--- src/hw/rtl/indexed_insert_remove_list_macros.svh ---
// ---------------------------------------------------------------------------
// Assertion macros for the indexed insert/remove list
// Short forms for the concurrent checks used in the list's RTL.
// ---------------------------------------------------------------------------
`ifndef INDEXED_INSERT_REMOVE_LIST_MACROS_SVH
`define INDEXED_INSERT_REMOVE_LIST_MACROS_SVH

// The consequent must hold in the same cycle as the antecedent.
`define IIRL_ASSERT_NOW(label, clk, rst, ante, cons, msg) \
   label: assert property (@(posedge clk) disable iff (rst) (ante) |-> (cons)) \
      else $error(msg);

// The consequent must hold in the cycle after the antecedent.
`define IIRL_ASSERT_NEXT(label, clk, rst, ante, cons, msg) \
   label: assert property (@(posedge clk) disable iff (rst) (ante) |=> (cons)) \
      else $error(msg);

`endif

--- src/hw/rtl/iirl_pkg.sv ---
// ---------------------------------------------------------------------------
// Indexed insert/remove list package
// Operation and status codes, cell command and response word types.
// ---------------------------------------------------------------------------
package iirl_pkg;

   // Width of a list position inside the cell row; covers counts up to 2047.
   localparam int CELL_POS_W = 11;

   // Fixed widths of the response fields.
   localparam int RSP_VALUE_W = 32;
   localparam int RSP_COUNT_W = 7;

   typedef enum logic [1:0] {
      OP_INSERT = 2'd0,
      OP_APPEND = 2'd1,
      OP_REMOVE = 2'd2,
      OP_READ   = 2'd3
   } op_type;

   typedef enum logic [1:0] {
      ST_OK    = 2'd0,
      ST_RANGE = 2'd1,
      ST_FULL  = 2'd2
   } status_type;

   typedef enum logic [1:0] {
      SHIFT_HOLD = 2'd0,
      SHIFT_UP   = 2'd1,
      SHIFT_DOWN = 2'd2
   } shift_type;

   typedef enum logic [1:0] {
      CTRL_IDLE   = 2'd0,
      CTRL_GATHER = 2'd1,
      CTRL_MERGE  = 2'd2
   } ctrl_state_type;

   // Command broadcast to every cell of the row.
   typedef struct packed {
      shift_type              shift;
      logic [CELL_POS_W-1:0]  pos;
   } cell_cmd_type;

   // One response word as it waits in the output queue.
   typedef struct packed {
      status_type              status;
      logic [RSP_VALUE_W-1:0]  read_value;
      logic [RSP_COUNT_W-1:0]  element_count;
      logic                    is_empty;
   } rsp_word_type;

endpackage

--- src/hw/rtl/iirl_cell.sv ---
// ---------------------------------------------------------------------------
// List cell
// Holds one list entry and shifts it toward either neighbor on command.
// ---------------------------------------------------------------------------
module iirl_cell #(
   parameter int INDEX         = 0,
   parameter int ELEMENT_WIDTH = 32
) (
   input  logic                      clock,
   input  iirl_pkg::cell_cmd_type    cmd,
   input  logic [ELEMENT_WIDTH-1:0]  insert_value,
   input  logic [ELEMENT_WIDTH-1:0]  left_value,
   input  logic [ELEMENT_WIDTH-1:0]  right_value,
   output logic [ELEMENT_WIDTH-1:0]  value,
   output logic [ELEMENT_WIDTH-1:0]  read_word
);
   import iirl_pkg::*;

   localparam logic [CELL_POS_W-1:0] MY_INDEX = CELL_POS_W'(INDEX);

   logic                      at_pos;
   logic                      above_pos;
   logic [ELEMENT_WIDTH-1:0]  data_ff;
   logic [ELEMENT_WIDTH-1:0]  data_in;

   // Where this cell sits relative to the addressed position.
   assign at_pos    = (cmd.pos == MY_INDEX);
   assign above_pos = (cmd.pos < MY_INDEX);

   // Next entry: on insert take the left neighbor above the position and the new value at it; on remove the right one.
   always_comb begin
      data_in = data_ff;
      unique case (cmd.shift)
         SHIFT_HOLD: data_in = data_ff;
         SHIFT_UP: begin
            if (above_pos) begin
               data_in = left_value;
            end else if (at_pos) begin
               data_in = insert_value;
            end
         end
         SHIFT_DOWN: begin
            if (at_pos || above_pos) begin
               data_in = right_value;
            end
         end
         default: data_in = data_ff;
      endcase
   end

   always_ff @(posedge clock) begin
      data_ff <= data_in;
   end

   assign value     = data_ff;
   assign read_word = at_pos ? data_ff : '0;

endmodule

--- config.mk ---
export PLATFORM = sky130hd
export DESIGN_NAME = iirl_cell
export DESIGN_NICKNAME = d
export VERILOG_FILES = /design/src/hw/rtl/indexed_insert_remove_list_macros.svh /design/src/hw/rtl/iirl_pkg.sv /design/src/hw/rtl/iirl_cell.sv
export SDC_FILE = /design/constraint.sdc
export NUM_CORES = 1
export LEC_CHECK = 0
export BUFFER_PORTS_ARGS = -buffer_cell sky130_fd_sc_hd__clkbuf_2
export CAP_MARGIN = 20
export CORE_UTILIZATION = 38
export DETAILED_ROUTE_END_ITERATION = 12
export GPL_ROUTABILITY_DRIVEN = 0
export PLACE_DENSITY = 0.8
export SYNTH_ARGS = -nofsm -noshare
export SYNTH_HDL_FRONTEND = slang
export SYNTH_SLANG_ARGS = --single-unit
--- constraint.sdc ---
create_clock -name clock -period 6.4 [get_ports clock]
set_clock_uncertainty 0.05 [all_clocks]
set_input_delay 0.32 -clock clock [delete_from_list [all_inputs] [get_ports clock]]
set_output_delay 0.32 -clock clock [all_outputs]
set_load 0.01 [all_outputs]
# == Word level (Yosys, flattened, before mapping) ==
# Cells that the tools add are included.
# totals
ff_bits,32
inputBits,110
output_inout_bits,64
wordCells,15
# op_classes
magnitude_cmp,1
n_eq_ne,4
muxes,5
n_reduce_logical,4
# op_table
cell,count
$mux W32,4
$pmux W32 S2,1
$logic_not A11 Y1,1
$lt A11 B1 Y1 const B,1
$ne A3 B3 Y1 const B,1
$reduce_and A3 Y1,1
$eq A2 B1 Y1 const B,1
$eq A2 B2 Y1 const B,1
$ne A2 B2 Y1 const B,1
$reduce_bool A2 Y1,1
$logic_or A1 B1 Y1,1

# == Logic depth before layout (Yosys ltp) ==
# Gate-level depths: netlist of the first run.
# logic_depth
ltp_word,4
depth_mapped,4
mapped_depth_nobuf,2

# == Worst setup path after synthesis of the first run ==
# Ideal clock, no wire load.
# synth_timing
kind,input port to flip-flop
from,input cmd[6] (netlist name)
to,"register data_ff[0], in the netlist value[0] (enable)"
setup_time_ns,0.501
arrival_time_ns,4.187
setup_slack_ns,1.662
path_stages,3
n_path_buf,1
cell_sequence,or4_4 > buf_6 > nor4_1
# synth_via
elab_chain_cells,4
elab_cells_between_ends,6
# synth_lines
element,line_no,rtl
from (decl),iirl_cell.sv:10,"input iirl_pkg::cell_cmd_type cmd,"
$lt A11 B1 Y1 / $logic_not A11 Y1 (equally long branches),"iirl_cell.sv:28, iirl_cell.sv:27",
$logic_or A1 B1 Y1,iirl_cell.sv:43,if (at_pos || above_pos) begin
$ne A2 B2 Y1 (no line),-,
$reduce_and A3 Y1 (no line) (*),-,
to (signal assigned),iirl_cell.sv:52,data_ff <= data_in;
to (decl),iirl_cell.sv:23,logic [ELEMENT_WIDTH-1:0] data_ff;
# Mark *: on every way between the ends. The rest lies on a longest branch, timed or not.
# A chain may end at the register's enable or synchronous reset.

# == Worst setup path after layout of the first run ==
# layout_timing
from,input cmd[1] (netlist name)
to,output read_word[0]
# layout_via
elab_chain_cells,2
# layout_lines
element,line_no,rtl
$logic_not A11 Y1,iirl_cell.sv:27,assign at_pos = (cmd.pos == MY_INDEX);
$mux W32,iirl_cell.sv:56,assign read_word = at_pos ? data_ff : '0;
to (decl),iirl_cell.sv:15,output logic [ELEMENT_WIDTH-1:0] read_word
# No other way between the ends.

==> summary.md, run 1 <==
| Metric | Value |
|---|---|
| Max reg flops | 32 |
| Most common library cell in the layout ignoring fill and taps | clkbuf_2 |
| Final setup vio count | 0 |
| Layout cells sized above 1 | 73.7% |
| Number of antenna violations at the first check in global routing | 0 |
| CTS Buf Count | 5 |
| Outcome | finished, final reports clean |
| Critical path arrival | 2010 ps |
| Hpwl dp | 3460 um |
| Routed Antenna Nets | 0 |
| DRT Wirelength | 4640 um |
| Max Cap Violations | 0 |
| Sequential cell area | 961 um2 |
| Syn-to-layout area delta | 39.0% |
| Int Pwr | 0.340 mW |
| Multi-input logic area | 811 um2 |
| Avg WL per Cell | 13.1 um |
| Ports | 174 |
| Startpoint Class | primary input |
| Critical Path RT | 6030 ps |
| Yosys warnings | 0 |
| Final Hold Fails | 0 |
| CP Cell Sequence | clkbuf_2, or4_2, nor4_1, clkbuf_2 |
| Netlist cell types | 16 |
| Pin count of the biggest net entering global routing | 34 |
| Cell taking the most area after synthesis | edfxtp_1 |
| Sequential fraction of the synthesis area | 48.1% |
| CTS Buffer Depth | 2 |
| Tcrit/Tclk final | 37.2% |
| Sequential share of power | 53.7% |
| Slew Viols, Final | 0 |
| Die width | 74.5 um |
| Critical path's most frequent cell | clkbuf_2 |
| TritonCTS clock tree | done |
| Min Tclk post-route | 2380 ps |
| First-pass GRT wire length | 6760 um |
| Unrepaired setup endpoints after global routing | false |
| CP max stage cell | or4_2 |
| Gr ovfl total | 0 |
| Vias | 1668 |
| Fill cells | 464 |
| DRC Markers | 0 |
| Post-synth top area share | 48.1% |
| Combinational fraction of design power | 12.8% |
| Die Area | 0.00556 mm2 |
| Post-synthesis cell area | 0.00200 mm2 |
| Largest stage delay, worst path | 1110 ps |
| P_sw | 0.0929 mW |
| Slew @ Worst Pin | 923 ps |
| Slew HR | 38.5% |
| Hold Buf Count CTS | 0 |
| Fin Setup TNS | 0 ps |
| Vias per cell | 4.70 |
| Net Count, Synth | 260 |
| Rows | 26 |
| CTS clk-pin slew, worst paths | 60 ps |
| Max Clk Rate | 0.420 GHz |
| Post-CTS Resized | 0 |
| Crit path capture type | output pin |
| Clock root buffer | clkbuf_8 |
| Postcts setup bufs | 0 |
| Peak VDD IR | 0.000105 V |
| Sink Count | 32 |
| Initial DRT Pass Iterations | 6 |
| Pwr Total | 0.433 mW |
| Core Area | 0.00507 mm2 |
| Sw Share | 21.5% |
| Number of DRC markers in iteration 0 | 47 |
| Die span in y | 74.5 um |
| HP Class | primary input to flop |
| Crit Path Category | primary input to output pin |
| Clk pwr share | 33.6% |
| Ratio of total power to cell area | 156 mW/mm2 |
| Crit-path max FO | 33 |
| Total track usage | 16.6% |
| Leading post-synthesis cells by cell area | edfxtp_1, nor4_2, mux2_2, inv_1, buf_12 |
| Number of nets in the final layout | 394 |
| Vias in the first global route | 1485 |
| I/O Buffers | 141 |
| Most frequent cells in the layout | clkbuf_2, inv_1, edfxtp_1 |
| Mapped Cells | 150 |
| P_leak | 1.25 nW |
| Synth Register Bits | 32 |
| Final setup margin | 4020 ps |
| Max H-tree Level | 2 |
| Mean Syn Cell Area | 13.3 um2 |
| ANT cells | 0 |
| Fin util | 54.8% |
| Dpl ws | 3790 ps |
| Initial Utilization | 39.4% |
cell usage after synthesis, drive strengths merged:
master   n
or3      1
nor4    33
edfxtp  32
clkbuf   4
buf     12
xnor2    1
inv     32
nor2b    1
or4      2
mux2    32
per-layer routing:
layer	track usage, %	wire, um	share of wire (%)	up-vias
li1	-	-	-	806
met1	17.8	1760	38	769
met2	31.0	2480	53	87
met3	5.01	350	7.5	6
met4	5.03	48	1.0	0
met5	0	0	0	-
through the flow:
step | hold WS (ps) | area [um2] | instances
2_1_floorplan | 471 | 2000 | 150
3_3_place_gp | 551 | 2700 | 347
3_5_place_dp | 556 | 2700 | 347
4_1_cts | 266 | 2780 | 355
5_1_grt | 273 | 2780 | 355
6_report | 276 | 2780 | 355
power by group through the flow:
stage	logic (mW)	clock network (mW)	registers [mW]
2_1_floorplan	0.0314	0	0.237
3_3_place_gp	0.0537	0	0.237
3_5_place_dp	0.0558	0	0.237
4_1_cts	0.0562	0.151	0.232
5_1_grt	0.0612	0.159	0.232
6_report	0.0553	0.145	0.232
cell type report:
cell class,instances,share of cell area [%]
Tap cell,70,3.15
Sequential cell,32,34.6
Multi-Input combinational cell,70,29.2
Timing Repair Buffer,143,25.9
Inverter,32,4.32
Clock buffer,7,2.75
Clock inverter,1,0.135
critical path, delay by kind of cell:
family                 cells  cell delay [ps]
buffers and inverters      2              270
AND/OR/NAND/NOR            2             1430
kinds of logic (layout without fill, tap and decap cells):
family	count (synthesis)	after routing	share of synthesized area, %
flops	32	32	48.1
simple gates	37	37	21.3
mux	32	32	18.0
xor+xnor	1	1	0.438
buf+inv	48	183	12.2
worst paths after layout:
kind | start | end | slack [ps] | depth (start not counted)
hold / removal | insert_value[30] | value[30]$_DFFE_PP_ | 280 | 2
setup / recovery | cmd[1] | read_word[0] | 4020 | 4
(Power assumes the default switching activity.)
==> inputs of run 2 (changes only) <==
Settings changed: ABC_AREA from default to 1, CORE_UTILIZATION 38 to 33, PLACE_DENSITY 0.8 to 0.76.
Clock period 6.4 ns to 1.97 ns, I/O delays scaled along.
==> summary.md, run 2 <==
| Metric | Value |
|---|---|
| Post-synthesis cell area | 0.00184 mm2 (-8.1%) |
| TritonCTS clock tree | done |
| Tcrit/Tclk final | 68.6% |
| Clk pwr share | 33.1% (-0.5 points) |
| Max H-tree Level | 2 (unchanged) |
| Total track usage | 17.1% (+0.53 points) |
| Mapped Cells | 220 (+47%) |
| Sw Share | 22.6% (+1.1 points) |
| DRC Markers | 0 (unchanged) |
| Int Pwr | 1.07 mW (+220%) |
| Clock root buffer | clkbuf_8 |
| P_sw | 0.313 mW (+240%) |
| Synth cell count leaders | nand2_1, inv_1, edfxtp_1, nand3_1, nor2_2 |
| ANT cells | 0 (unchanged) |
| Initial Utilization | 35.1% (-4.3 points) |
| Syn-to-layout area delta | 45.6% |
| Min Hold Slack | 32.2 ps (-244 ps) |
| Most numerous cell in the Yosys netlist | nand2_1 |
| CP Cell Sequence | clkbuf_2, nor2_1, and2_1, nand2_2, buf_4, nor2_1, clkbuf_2 |
| Unrepaired setup endpoints after global routing | false |
| Fin Setup TNS | 0 ps (unchanged) |
| Ys async rst share | 0% (unchanged) |
| Sink Count | 32 (unchanged) |
| Layout cells sized above 1 | 51.0% (-23 points) |
| CTS clk-pin slew, worst paths | 70 ps (about the same) |
| Hold Buf Count CTS | 0 (unchanged) |
| Netlist cell types | 12 (-4) |
| Postcts setup bufs | 0 (unchanged) |
| Pin count of the biggest net entering global routing | 33 (-2.9%) |
| Sequential share of power | 54.4% (+0.7 points) |
| Crit-path max FO | 32 (-3.0%) |
| Sequential fraction of the synthesis area | 52.3% (+4.3 points) |
| Critical Path RT | 1820 ps (-4210 ps) |
| Max Cap Violations | 0 (unchanged) |
| HP Class | primary input to flop |
| Combinational fraction of design power | 12.5% (-0.3 points) |
| Avg WL per Cell | 11.3 um (-13%) |
| Die Area | 0.00587 mm2 (+5.6%) |
| Main flop type after synthesis | edfxtp_1 |
| Leading post-synthesis cells by cell area | edfxtp_1, nand2_1, nor2_2, nand3_1, inv_1 |
| Number of nets in the final layout | 471 (+20%) |
| Slew Viols, Final | 0 (unchanged) |
| Number of flops mapped to enable cells by yosys | 32 (unchanged) |
| Die span in y | 76.6 um (+2.8%) |
| Number of DRC markers in iteration 0 | 50 (+6.4%) |
| Rows | 26 (unchanged) |
| Core Area | 0.00524 mm2 (+3.2%) |
| Min Tclk post-route | 1350 ps |
| Peak VDD IR | 0.000239 V (+130%) |
| Slew HR | 62.8% (+24 points) |
| Ports | 174 (unchanged) |
| Hpwl dp | 3680 um (+6.4%) |
| Net Count, Synth | 330 (+27%) |
| Initial DRT Pass Iterations | 4 (-2) |
| Most common library cell in the layout ignoring fill and taps | clkbuf_2 |
| Cell taking the most area after synthesis | edfxtp_1 |
| Crit Path Category | primary input to output pin |
| Die width | 76.6 um (+2.8%) |
| Final setup vio count | 0 (unchanged) |
| Startpoint Class | primary input |
| Ratio of total power to cell area | 519 mW/mm2 (+230%) |
| Synth Register Bits | 32 (unchanged) |
| Final Hold Fails | 0 (unchanged) |
| Gr ovfl total | 0 (unchanged) |
| Yosys warnings | 0 (unchanged) |
| I/O Buffers | 141 (unchanged) |
| Critical path arrival | 1200 ps (-810 ps) |
| Mean Syn Cell Area | 8.35 um2 (-37%) |
| CP max stage cell | buf_4 |
| CTS Buffer Depth | 2 (unchanged) |
| WP buf/inv | 3 (+1) |
| Crit path capture type | output pin |
| Vias | 1866 (+12%) |
| First-pass GRT wire length | 7760 um (+15%) |
| Vias in the first global route | 1744 (+17%) |
| Most frequent cells in the layout | clkbuf_2, nand2_1, inv_1 |
| Routed Antenna Nets | 0 (unchanged) |
| Post-synth top area share | 52.3% (+4.3 points) |
| Max Clk Rate | 0.741 GHz |
| Outcome | finished, final reports clean |
| Vias per cell | 4.33 (-7.9%) |
| Post-CTS Resized | 0 (unchanged) |
| DRT Wirelength | 4890 um (+5.4%) |
| P_leak | 1.51 nW (+21%) |
| Largest stage delay, worst path | 490 ps (-620 ps) |
| Slew @ Worst Pin | 558 ps (-365 ps) |
| Max reg flops | 32 (unchanged) |
| Crit-path leading delay family | buffers and inverters |
| Number of antenna violations at the first check in global routing | 0 (unchanged) |
| CTS Buf Count | 5 (unchanged) |
run 2: cell count changes after synthesis, moves of 5 or more:
cell	before	now
nor2_2	0	28
nor4_2	30	0
nand3_1	0	32
mux2_2	27	0
nor2_1	0	9
mux2_1	5	0
nand2_1	0	67
run 2: through the flow:
stage	instance area [um2]	util (%)	instances	worst slack (ps)	total power [mW]
2_1_floorplan	1840	-	220	201	0.852
3_3_place_gp	2600	49.6	424	630	0.939
3_5_place_dp	2600	49.6	424	596	0.946
4_1_cts	2680	51.1	431	596	1.40
5_1_grt	2680	51.1	431	539	1.45
6_report	2680	51.1	431	620	1.39
run 2: tightest hold or removal path, cell delays in order:
cell	delay [ps]
clkbuf_2	80
nand2_1	40
nand2_1	40
run 2: per-layer routing:
metal / vias up / wire length, um / track usage [%]
li1: 960 / - / -
met1: 803 / 1990 / 18.7
met2: 95 / 2460 / 30.7
met3: 8 / 351 / 3.35
met4: 0 / 91 / 9.81
met5: - / 0 / 0
run 2: cells by family (layout without fill, tap and decap cells):
group,count (synthesis),in the layout,share of synthesized area (%)
xor gates and xnor gates,1,1,0.477
buffers and inverters,47,188,11.5
DFF,32,32,52.3
and+or+nand+nor,140,140,35.7
run 2: layout make-up:
| cell class | count | area [um2] |
|---|---|---|
| fillers | 532 | 2560 |
| flip-flops and latches | 32 | 961 |
| repair buffers | 147 | 751 |
| multi-input cells | 141 | 672 |
| inverters | 34 | 128 |
| well taps | 70 | 87.6 |
| clock buffers | 5 | 68.8 |
| clock inverters | 2 | 7.51 |
run 2: path summary, 6_finish.rpt:
check        startpoint             endpoint  slack [ps]  depth (start not counted)
min    insert_value[30]  value[30]$_DFFE_PP_          30                          3
max              cmd[0]        read_word[31]         620                          7
run 2: power by group through the flow:
| stage | Combinational [mW] | Sequential [mW] | Clock (mW) |
|---|---|---|---|
| 6_report | 0.173 | 0.755 | 0.459 |
| 5_1_grt | 0.198 | 0.755 | 0.494 |
| 4_1_cts | 0.176 | 0.755 | 0.472 |
| 3_5_place_dp | 0.176 | 0.770 | 0 |
| 3_3_place_gp | 0.169 | 0.770 | 0 |
| 2_1_floorplan | 0.0815 | 0.770 | 0 |
